## src/design/nggp_pkg.sv

```systemverilog
package nggp_pkg;

  localparam logic [7:0] CH_CR    = 8'h0D;
  localparam logic [7:0] CH_LF    = 8'h0A;
  localparam logic [7:0] CH_COMMA = 8'h2C;
  localparam logic [7:0] CH_DOT   = 8'h2E;
  localparam logic [7:0] CH_MINUS = 8'h2D;
  localparam logic [7:0] CH_PLUS  = 8'h2B;
  localparam logic [7:0] CH_S     = 8'h53;
  localparam logic [7:0] CH_W     = 8'h57;
  localparam logic [7:0] CH_ZERO  = 8'h30;
  localparam logic [7:0] CH_NINE  = 8'h39;

  localparam logic [2:0] PREFIX_LEN = 3'd7;

  localparam logic [3:0] FLD_LAT      = 4'd1;
  localparam logic [3:0] FLD_LAT_HEMI = 4'd2;
  localparam logic [3:0] FLD_LON      = 4'd3;
  localparam logic [3:0] FLD_LON_HEMI = 4'd4;
  localparam logic [3:0] FLD_SATS     = 4'd6;
  localparam logic [3:0] FLD_HDOP     = 4'd7;
  localparam logic [3:0] FLD_ALT      = 4'd8;
  localparam logic [3:0] FLD_MAX      = 4'd15;

  localparam logic [13:0] HDOP_NONE = 14'd9900;
  localparam logic [13:0] HDOP_MAX  = 14'd9999;
  localparam logic [26:0] ALT_MAX   = 27'd100000000;
  localparam logic [31:0] LAT_MAX   = 32'd1000000000;
  localparam logic [31:0] LON_MAX   = 32'd2000000000;

  typedef enum logic [1:0] {
    HEMI_NONE,
    HEMI_MATCH,
    HEMI_OTHER
  } hemi_e;

  typedef struct packed {
    logic       valid;
    logic       emit;
    logic       do_field;
    logic [3:0] field;
    logic       neg;
    logic       hemi_neg;
    logic       seen_digit;
  } tok_t;

  function automatic logic [7:0] prefix_char(input logic [2:0] pos);
    logic [7:0] ch;
    case (pos)
      3'd0: ch = 8'h24;
      3'd1: ch = 8'h47;
      3'd2: ch = 8'h50;
      3'd3: ch = 8'h47;
      3'd4: ch = 8'h47;
      3'd5: ch = 8'h41;
      default: ch = CH_COMMA;
    endcase
    return ch;
  endfunction

  function automatic logic [23:0] pow10(input logic [2:0] n);
    logic [23:0] p;
    case (n)
      3'd0: p = 24'd1;
      3'd1: p = 24'd10;
      3'd2: p = 24'd100;
      3'd3: p = 24'd1000;
      3'd4: p = 24'd10000;
      3'd5: p = 24'd100000;
      3'd6: p = 24'd1000000;
      default: p = 24'd10000000;
    endcase
    return p;
  endfunction

endpackage

```

## src/design/nmea_gga_sentence_parser.sv

```systemverilog
// Channel | Beat                 | Handshake
// in      | char_in_i            | in_valid_i / in_stall_o
// out     | lat_e7_o .. sample_* | out_valid_o / out_stall_i
//
// One character is taken every cycle while the output side is not stalled.
// A sample appears once the CR or LF ending its line has passed the lexer token register,
// tok2_q, tok3_q, tok4_q and the output registers; the coordinate conversion pipeline
// (divide by 100, scale, divide by 60) sets this depth.
// Reset clears the parser, the held values and the sentence counter.
// A stalled result freezes the whole pipeline and raises in_stall_o.
module nmea_gga_sentence_parser #(
  parameter int FRAC_DIGITS_KEPT = 5,
  parameter int COUNT_WIDTH = 32
) (
  input  logic               clk_i,
  input  logic               rst_ni,
  input  logic               in_valid_i,
  output logic               in_stall_o,
  input  logic [7:0]         char_in_i,
  output logic               out_valid_o,
  input  logic               out_stall_i,
  output logic signed [30:0] lat_e7_o,
  output logic signed [31:0] lon_e7_o,
  output logic [7:0]         sat_count_o,
  output logic [13:0]        hdop_centi_o,
  output logic signed [27:0] alt_cm_o,
  output logic [31:0]        sample_index_o
);
  import nggp_pkg::*;

  localparam int FW = $clog2(10 ** FRAC_DIGITS_KEPT);
  localparam int RSCALE = 10 ** (7 - FRAC_DIGITS_KEPT);

  logic adv;
  logic out_valid_q;

  tok_t          tok1, tok2_q, tok3_q, tok4_q;
  logic [31:0]   i1, i2_q;
  logic [FW-1:0] f1, f2_q;
  logic [6:0]    c1;
  logic [25:0]   deg_d, deg2_q, deg3_q;
  logic [27:0]   small_d, small2_q, small3_q, small4_q;
  logic [29:0]   n_d, n3_q, n4_q;
  logic [24:0]   q0_d, q04_q;
  logic [49:0]   degs_d, degs4_q;

  logic [38:0]   v100;
  logic [7:0]    sats_v;
  logic [13:0]   hdop_v;
  logic [26:0]   alt_mag;
  logic [6:0]    mins;
  logic [29:0]   rem;
  logic [24:0]   qfin;
  logic [49:0]   cmag;
  logic [31:0]   lim, mag;

  logic signed [30:0] lat_q, lat_d;
  logic signed [31:0] lon_q, lon_d;
  logic [7:0]         sats_q, sats_d;
  logic [13:0]        hdop_q, hdop_d;
  logic signed [27:0] alt_q, alt_d;
  logic [COUNT_WIDTH-1:0] count_q;
  logic [63:0]        count_ext;
  logic               fire;

  assign adv        = !(out_valid_q && out_stall_i);
  assign in_stall_o = !adv;

  nggp_lex #(
    .FRAC_DIGITS_KEPT(FRAC_DIGITS_KEPT),
    .FW(FW)
  ) u_lex (
    .clk_i   (clk_i),
    .rst_ni  (rst_ni),
    .adv_i   (adv),
    .take_i  (in_valid_i),
    .char_i  (char_in_i),
    .tok_o   (tok1),
    .int_o   (i1),
    .frac_o  (f1),
    .centi_o (c1)
  );

  always_comb begin
    deg_d   = 26'((64'(i1) * 64'h51EB851F) >> 37);
    v100    = 39'(i1) * 39'd100 + 39'(c1);
    sats_v  = (!tok1.seen_digit || (tok1.neg && (i1 != 32'd0))) ? 8'd0 :
              ((i1 > 32'd255) ? 8'hFF : i1[7:0]);
    if (!tok1.seen_digit) begin
      hdop_v = HDOP_NONE;
    end else if (tok1.neg && (v100 != 39'd0)) begin
      hdop_v = 14'd0;
    end else begin
      hdop_v = (v100 > 39'(HDOP_MAX)) ? HDOP_MAX : v100[13:0];
    end
    alt_mag = (v100 > 39'(ALT_MAX)) ? ALT_MAX : v100[26:0];
    case (tok1.field)
      FLD_SATS: small_d = 28'(sats_v);
      FLD_HDOP: small_d = 28'(hdop_v);
      FLD_ALT: begin
        if (!tok1.seen_digit) begin
          small_d = '0;
        end else begin
          small_d = tok1.neg ? -28'(alt_mag) : 28'(alt_mag);
        end
      end
      default: small_d = '0;
    endcase
  end

  always_comb begin
    mins = 7'(i2_q - 32'(deg2_q) * 32'd100);
    n_d  = 30'(64'(mins) * 64'd10000000 + 64'(f2_q) * 64'(RSCALE) + 64'd30);
  end

  always_comb begin
    q0_d   = 25'((64'(n3_q) * 64'd1145324612) >> 36);
    degs_d = 50'(deg3_q) * 50'd10000000;
  end

  always_comb begin
    rem  = n4_q - 30'(q04_q) * 30'd60;
    qfin = (rem >= 30'd60) ? q04_q + 25'd1 : q04_q;
    cmag = degs4_q + 50'(qfin);
    lim  = (tok4_q.field == FLD_LAT) ? LAT_MAX : LON_MAX;
    mag  = (cmag > 50'(lim)) ? lim : cmag[31:0];
    fire = tok4_q.valid && tok4_q.do_field;
    lat_d = lat_q; lon_d = lon_q; sats_d = sats_q; hdop_d = hdop_q; alt_d = alt_q;
    if (fire) begin
      case (tok4_q.field)
        FLD_LAT: lat_d = tok4_q.neg ? -31'(mag) : 31'(mag);
        FLD_LAT_HEMI: begin
          if (tok4_q.hemi_neg) begin
            lat_d = -lat_q;
          end
        end
        FLD_LON: lon_d = tok4_q.neg ? -mag : mag;
        FLD_LON_HEMI: begin
          if (tok4_q.hemi_neg) begin
            lon_d = -lon_q;
          end
        end
        FLD_SATS: sats_d = small4_q[7:0];
        FLD_HDOP: hdop_d = small4_q[13:0];
        FLD_ALT: alt_d = small4_q;
        default: lat_d = lat_q;
      endcase
    end
    count_ext = 64'(count_q);
  end

  always_ff @(posedge clk_i or negedge rst_ni) begin
    if (!rst_ni) begin
      tok2_q <= '0; tok3_q <= '0; tok4_q <= '0;
      lat_q <= '0; lon_q <= '0; sats_q <= '0; hdop_q <= '0; alt_q <= '0;
      count_q <= '0;
      out_valid_q <= 1'b0;
    end else if (adv) begin
      tok2_q <= tok1; tok3_q <= tok2_q; tok4_q <= tok3_q;
      lat_q <= lat_d; lon_q <= lon_d; sats_q <= sats_d; hdop_q <= hdop_d;
      alt_q <= alt_d;
      out_valid_q <= tok4_q.valid && tok4_q.emit;
      if (tok4_q.valid && tok4_q.emit) begin
        count_q <= count_q + 1'b1;
      end
    end
  end

  always_ff @(posedge clk_i) begin
    if (adv) begin
      i2_q <= i1; f2_q <= f1; deg2_q <= deg_d; small2_q <= small_d;
      deg3_q <= deg2_q; n3_q <= n_d; small3_q <= small2_q;
      q04_q <= q0_d; n4_q <= n3_q; degs4_q <= degs_d; small4_q <= small3_q;
      if (tok4_q.valid && tok4_q.emit) begin
        lat_e7_o       <= lat_d;
        lon_e7_o       <= lon_d;
        sat_count_o    <= sats_d;
        hdop_centi_o   <= hdop_d;
        alt_cm_o       <= alt_d;
        sample_index_o <= count_ext[31:0];
      end
    end
  end

  assign out_valid_o = out_valid_q;

  a_count_step: assert property (@(posedge clk_i) disable iff (!rst_ni)
    (adv && tok4_q.valid && tok4_q.emit) |=>
      (count_q == COUNT_WIDTH'($past(count_q) + 1'b1)))
    else $error("sentence counter did not advance on an emitted sample");

  a_lat_range: assert property (@(posedge clk_i) disable iff (!rst_ni)
    (lat_q <= 31'sd1000000000) && (lat_q >= -31'sd1000000000))
    else $error("held latitude out of range");

  a_hdop_range: assert property (@(posedge clk_i) disable iff (!rst_ni)
    hdop_q <= HDOP_MAX)
    else $error("held HDOP out of range");

  a_emit_field: assert property (@(posedge clk_i) disable iff (!rst_ni)
    (tok1.valid && tok1.emit) |-> (tok1.field >= FLD_ALT))
    else $error("sample emitted for a short line");

endmodule

```

## src/design/nggp_lex.sv

```systemverilog
module nggp_lex #(
  parameter int FRAC_DIGITS_KEPT = 5,
  parameter int FW = 17
) (
  input  logic           clk_i,
  input  logic           rst_ni,
  input  logic           adv_i,
  input  logic           take_i,
  input  logic [7:0]     char_i,
  output nggp_pkg::tok_t tok_o,
  output logic [31:0]    int_o,
  output logic [FW-1:0]  frac_o,
  output logic [6:0]     centi_o
);
  import nggp_pkg::*;

  logic [2:0]    pp_q, pp_d;
  logic [3:0]    fi_q, fi_d;
  logic          lf_q, lf_d;
  logic          neg_q, neg_d;
  logic          sp_q, sp_d;
  logic          sd_q, sd_d;
  logic          fne_q, fne_d;
  logic          nd_q, nd_d;
  hemi_e         hemi_q, hemi_d;
  logic [31:0]   int_q, int_d;
  logic [FW-1:0] fs_q, fs_d;
  logic [6:0]    ce_q, ce_d;
  logic [2:0]    fd_q, fd_d;
  tok_t          tok_q, tok_d;
  logic [31:0]   tint_q;
  logic [FW-1:0] tfs_q;
  logic [6:0]    tce_q;

  logic          is_digit;
  logic [3:0]    dig;
  logic [35:0]   int_mul;
  logic [27:0]   frac_add;
  logic [7:0]    target;
  logic          line_ok;

  always_comb begin
    is_digit = (char_i >= CH_ZERO) && (char_i <= CH_NINE);
    dig      = 4'(char_i - CH_ZERO);
    int_mul  = 36'(int_q) * 36'd10 + 36'(dig);
    frac_add = 28'(dig) * 28'(pow10(3'(FRAC_DIGITS_KEPT - 1) - fd_q));
    target   = (fi_q == FLD_LAT_HEMI) ? CH_S : CH_W;
    line_ok  = !lf_q && (pp_q == PREFIX_LEN) &&
               ((fi_q > FLD_ALT) || ((fi_q == FLD_ALT) && fne_q));
  end

  always_comb begin
    pp_d = pp_q; fi_d = fi_q; lf_d = lf_q; neg_d = neg_q; sp_d = sp_q;
    sd_d = sd_q; fne_d = fne_q; nd_d = nd_q; hemi_d = hemi_q;
    int_d = int_q; fs_d = fs_q; ce_d = ce_q; fd_d = fd_q;
    tok_d = '0;
    tok_d.field      = fi_q;
    tok_d.neg        = neg_q;
    tok_d.hemi_neg   = (hemi_q == HEMI_MATCH);
    tok_d.seen_digit = sd_q;
    if (take_i) begin
      if ((char_i == CH_CR) || (char_i == CH_LF)) begin
        tok_d.valid    = line_ok;
        tok_d.emit     = line_ok;
        tok_d.do_field = line_ok && (fi_q == FLD_ALT);
        pp_d = '0; fi_d = '0; lf_d = 1'b0;
        neg_d = 1'b0; sp_d = 1'b0; sd_d = 1'b0; fne_d = 1'b0; nd_d = 1'b0;
        hemi_d = HEMI_NONE; int_d = '0; fs_d = '0; ce_d = '0; fd_d = '0;
      end else if (lf_q) begin
        lf_d = 1'b1;
      end else if (pp_q < PREFIX_LEN) begin
        if (char_i == prefix_char(pp_q)) begin
          pp_d = pp_q + 3'd1;
        end else begin
          lf_d = 1'b1;
        end
      end else if (char_i == CH_COMMA) begin
        if (((fi_q == FLD_LAT) || (fi_q == FLD_LON)) && !sd_q) begin
          lf_d = 1'b1;
        end else begin
          tok_d.valid    = 1'b1;
          tok_d.do_field = 1'b1;
        end
        if (fi_q < FLD_MAX) begin
          fi_d = fi_q + 4'd1;
        end
        neg_d = 1'b0; sp_d = 1'b0; sd_d = 1'b0; fne_d = 1'b0; nd_d = 1'b0;
        hemi_d = HEMI_NONE; int_d = '0; fs_d = '0; ce_d = '0; fd_d = '0;
      end else begin
        hemi_d = ((hemi_q == HEMI_NONE) && (char_i == target)) ? HEMI_MATCH : HEMI_OTHER;
        if (!nd_q) begin
          if (is_digit) begin
            sd_d = 1'b1;
            if (!sp_q) begin
              int_d = (int_mul > 36'h0FFFFFFFF) ? 32'hFFFFFFFF : int_mul[31:0];
            end else if (32'(fd_q) < 32'(FRAC_DIGITS_KEPT)) begin
              fs_d = fs_q + FW'(frac_add);
              if (fd_q == 3'd0) begin
                ce_d = 7'(dig) * 7'd10;
              end else if (fd_q == 3'd1) begin
                ce_d = ce_q + 7'(dig);
              end
              fd_d = fd_q + 3'd1;
            end
          end else if ((char_i == CH_DOT) && !sp_q) begin
            sp_d = 1'b1;
          end else if (((char_i == CH_MINUS) || (char_i == CH_PLUS)) && !fne_q) begin
            neg_d = (char_i == CH_MINUS);
          end else begin
            nd_d = 1'b1;
          end
        end
        fne_d = 1'b1;
      end
    end
  end

  always_ff @(posedge clk_i or negedge rst_ni) begin
    if (!rst_ni) begin
      pp_q <= '0; fi_q <= '0; lf_q <= 1'b0; neg_q <= 1'b0; sp_q <= 1'b0;
      sd_q <= 1'b0; fne_q <= 1'b0; nd_q <= 1'b0; hemi_q <= HEMI_NONE;
      int_q <= '0; fs_q <= '0; ce_q <= '0; fd_q <= '0;
      tok_q <= '0;
    end else if (adv_i) begin
      pp_q <= pp_d; fi_q <= fi_d; lf_q <= lf_d; neg_q <= neg_d; sp_q <= sp_d;
      sd_q <= sd_d; fne_q <= fne_d; nd_q <= nd_d; hemi_q <= hemi_d;
      int_q <= int_d; fs_q <= fs_d; ce_q <= ce_d; fd_q <= fd_d;
      tok_q <= tok_d;
    end
  end

  always_ff @(posedge clk_i) begin
    if (adv_i) begin
      tint_q <= int_q;
      tfs_q  <= fs_q;
      tce_q  <= ce_q;
    end
  end

  assign tok_o   = tok_q;
  assign int_o   = tint_q;
  assign frac_o  = tfs_q;
  assign centi_o = tce_q;

endmodule
```

## config.mk

```make
export PLATFORM = sky130hd
export DESIGN_NAME = nmea_gga_sentence_parser
export DESIGN_NICKNAME = d
export VERILOG_FILES = /design/src/design/nggp_pkg.sv /design/src/design/nmea_gga_sentence_parser.sv /design/src/design/nggp_lex.sv
export SDC_FILE = /design/constraint.sdc
export NUM_CORES = 2
export LEC_CHECK = 0
export BUFFER_PORTS_ARGS = -buffer_cell sky130_fd_sc_hd__buf_4
export CAP_MARGIN = 25
export CELL_PAD_IN_SITES_DETAIL_PLACEMENT = 0
export CELL_PAD_IN_SITES_GLOBAL_PLACEMENT = 2
export CORE_MARGIN = 1
export CORE_UTILIZATION = 47
export DETAILED_ROUTE_END_ITERATION = 16
export PLACE_DENSITY_LB_ADDON = 0.2
export SLEW_MARGIN = 20
export SYNTH_ARGS = -nofsm -noshare
export SYNTH_HDL_FRONTEND = slang
export SYNTH_SLANG_ARGS = --single-unit
```

## constraint.sdc

```tcl
create_clock -name clk_i -period 34.9 [get_ports clk_i]
set_input_delay 0 -clock clk_i [delete_from_list [all_inputs] [get_ports clk_i]]
set_output_delay 0 -clock clk_i [all_outputs]
set_load 0.03 [all_outputs]
```

==> reports/results.md <==
| Metric | This run | Unit |
|:---|:---|:---|
| Data required, critical path | 35.36 | ns |
| Arrival time of the worst setup path | 15.71 | ns |
| Mapped Area | 81,500 | um2 |
| Per-cell routed wire length | 21.5 | um |
| # fillers | 15,900 | - |
| First drt pass iteration count | 6 | - |
| Clock Root Buffer | sky130_fd_sc_hd__clkbuf_16 | - |
| Setup repair after global routing missed its margin | false | - |
| Mapped Avg Cell Area | 10.0 | um2 |
| Worst setup SP type | register | - |
| Worst voltage drop across the vdd grid | 0.0000339 | V |
| Clock-pin transition on the worst setup and hold timing paths | 0.06 | ns |
| Leading cell types in the layout, fill and taps excluded | 1,350 x sky130_fd_sc_hd__inv_1, 1,286 x sky130_fd_sc_hd__ha_1, 786 x sky130_fd_sc_hd__fa_1 | - |
| Buffer count from post-CTS setup fixing | 0 | - |
| Area share of xor/xnor cells in the synthesized design | 4.27 | % |
| Share of cell area taken by muxes after synthesis | 1.35 | % |
| Setup Skew | 0.0339 | ns |
| Top fanout value on the critical path | 23 | - |
| Placed Instances | 10,500 | - |
| Worst setup slack after placement | 19.72 | ns |
| Routed via count | 58,700 | - |
| Number of setup violations in the final report | 0 | - |
| Iter 0 DRT Violations | 3,204 | - |
| Leakage | 46.5 | nW |
| Leading register cell type out of synthesis | sky130_fd_sc_hd__edfxtp_1 | - |
| Latest clock arrival within the worst-skew pair | 0.71 | ns |
| Antenna violations before repair | 2 | - |
| Chip width | 418 | um |
| Final core area utilization | 51.7 | % |
| Die area | 175,000 | um2 |
| Min Clock Period, post-route | 15.24 | ns |
| DRC violations left | 0 | - |
| Number of instances in the synthesized netlist | 8,116 | - |
| Cell type contributing the most total cell area after synthesis | sky130_fd_sc_hd__ha_1 | - |
| Post-route standard cell area excluding fillers | 88,800 | um2 |
| Clock Sinks | 742 | - |
| Dominant delay contributor by cell family on the critical path | compound AO/OA/AOI/OAI gates | - |
| Share of the yosys chip area belonging to registers | 25.8 | % |
| Number of hold buffers added after cts | 20 | - |
| Setup tns final | 0 | ns |
| Core Footprint | 172,000 | um2 |
| Signed area change from the synthesized netlist to the final layout | 8.97 | % |
| Count of cells resized by post-cts repair | 0 | - |
| Final count of hold timing violations | 0 | - |
| Routability-driven placement congestion ratio | 0.964 | - |
| Dpl hpwl | 188 | mm |
| Share of async-settable or async-resettable flops after synthesis | 34.6 | % |
| Ratio of routed vias to standard cells | 5.51 | - |
| Fin cells | 10,700 | - |
| Buffers plus inverters on the worst setup path | 3 | - |
| I/O pin count | 159 | - |
| Total Nets Final | 10,400 | - |
| Synth Area in Adders | 39.0 | % |
| Tcrit/Tclk final | 43.7 | % |
| Flip-flop and latch count after synthesis | 742 | - |
| Post-Syn Nets | 10,200 | - |
| Max Clock Freq | 0.0656 | GHz |
| Most common library cell in the layout ignoring fill and taps | sky130_fd_sc_hd__inv_1 | - |
| Placed inst area | 85,500 | um2 |
| Drt total wl | 229 | mm |
| Max-slew violation count | 0 | - |
| Classification of the worst setup path | reg2reg | - |
| Slowest stage cell, crit path | sky130_fd_sc_hd__edfxtp_1 | - |
| CTS tree | built | - |
| Dominant combinational cell family by area after synthesis | adder cells | - |
| Cell types occupying the most area after synthesis | sky130_fd_sc_hd__ha_1 20%, sky130_fd_sc_hd__fa_1 19%, sky130_fd_sc_hd__edfxtp_1 18% | - |
| Post-layout worst setup margin | 19.66 | ns |
| Overall die height | 418 | um |
| Slew at the pin closest to its max-slew limit | 1.05 | ns |
| Starting utilization of the core area | 47.4 | % |
| Wire length of the first global-routing pass | 357 | mm |
| Simple logic cell fraction of the synthesized area | 11.2 | % |
| Largest net degree at the start of global routing | 152 | - |
| Via count of the first global-routing pass | 60,600 | - |
| PwrDens | 27.5 | nW/um2 |
| Synthesis Warnings | 0 | - |
| GRT overflow | 0 | - |
| Unique cell type count in the Yosys netlist | 108 | - |
| EDFF count, synth | 485 | - |
| Std cell rows | 152 | - |
| Port Buffers | 158 | - |
| Slowest Stage Delay on Critical Path | 0.61 | ns |
| Hold Path Class | in2reg | - |
| Number of levels the H-tree was split into | 3 | - |
| Antenna-violating nets left | 0 | - |
| Maximum buffer depth of the clock tree | 3 | - |
| Run status | completed | - |
| Crit path capture type | register | - |
| Worst slew margin | 30.2 | % |
| Global-route total usage across every layer | 26.4 | % |
| Number of buffers inserted during clock tree synthesis | 86 | - |
| Share of the synthesized area in the top cell type | 19.7 | % |
| Synthesized-area fraction occupied by ao, oa, aoi and oai cells | 11.4 | % |
| Layout cells sized above 1 | 6.17 | % |
| Number of max-capacitance violations reported | 0 | - |
## power by group
group,switching (mW),leakage (nW),internal [mW]
sequential,0.0144,8.67,0.946
clock,0.396,1.53,0.601
combinational,0.300,36.3,0.183
## through the flow
stage	power, mW	hold WS (ns)
global route	2.56	0.0810
CTS	2.47	0.0407
global placement	1.46	0.191
detailed placement	1.46	0.170
floorplan	1.32	-0.296
finish	2.44	0.0847
## state kept, by name, indices dropped and copies added (netlist names), 17 cells and up
register / flops
lon_e7_o: 32
alt_cm_o: 28
q04_q: 25
u_lex.int_q: 32
deg2_q: 26
small3_q: 28
n3_q: 28
n4_q: 28
sample_index_o: 32
u_lex.frac_o: 17
f2_q: 17
count_q: 32
small2_q: 28
lon_q: 32
deg3_q: 26
alt_q: 28
lat_e7_o: 31
u_lex.int_o: 32
degs4_q: 43
small4_q: 28
u_lex.fs_q: 17
lat_q: 31
## worst register-to-register path: cells and delay by family (launching register included)
family | cells | cell delay, ns
AND/OR/NAND/NOR | 19 | 3.70
buffers and inverters | 3 | 0.42
adder cells (fa/ha/maj) | 7 | 2.69
XOR/XNOR | 3 | 0.56
AO/OA/AOI/OAI | 27 | 7.01
flip-flops | 1 | 0.61
## Yosys cell counts, drive strengths merged (64+ instances only)
| cell type | count |
|---|---|
| mux2 | 77 |
| nand4 | 72 |
| o21ai | 327 |
| nor3 | 144 |
| clkbuf | 134 |
| dfrtp | 257 |
| xor2 | 133 |
| ha | 1286 |
| fa | 786 |
| edfxtp | 485 |
| or3 | 64 |
| inv | 1352 |
| nor2 | 529 |
| xnor2 | 264 |
| nand3 | 170 |
| o21a | 78 |
| a21o | 136 |
| nand2 | 522 |
| a21oi | 336 |
## worst paths after layout
check / startpoint / to / slack, ns / depth (start not counted)
max: q04_q[2] / lon_e7_o[20] / 19.66 / 59
min: char_in_i[2] / u_lex.int_q[2] / 0.08 / 3
max reg2reg: q04_q[2] / lon_e7_o[20] / 19.66 / 59
min reg2reg: deg2_q[18] / deg3_q[18] / 0.42 / 0
max in group asynchronous: rst_ni / u_lex.int_q[25] / 32.96 / 4
min in group asynchronous: rst_ni / count_q[10] / 0.46 / 3
## final cells by class
| cell class | count | area [um2] | area share, % |
|---|---|---|---|
| timing repair buffer | 232 | 1860 | 2.10 |
| clock buffer | 110 | 2340 | 2.64 |
| antenna | 1 | 2.50 | 0.00282 |
| tap | 2310 | 2890 | 3.25 |
| sequential | 742 | 21000 | 23.6 |
| inverter | 1353 | 5080 | 5.72 |
| clock inverter | 50 | 806 | 0.907 |
| multi-input combinational | 5860 | 54900 | 61.7 |
## routing by layer
metal,vias to the layer above,global-route usage (%),wire [um]
met1,29100,34.3,99100
met3,308,3.05,9100
li1,28200,-,-
met4,2,8.02,7780
met5,-,0,14
met2,1128,45.9,113000
## cell families after synthesis
group / count (synthesis)
AOI/OAI and AO/OA: 1395
buffers and inverters: 1514
and+or+nand+nor: 1896
adders and majority gates: 2072
xor gates and xnor gates: 397
DFF: 742
muxes: 100
No activity file was read; power rests on OpenSTA's default activity.
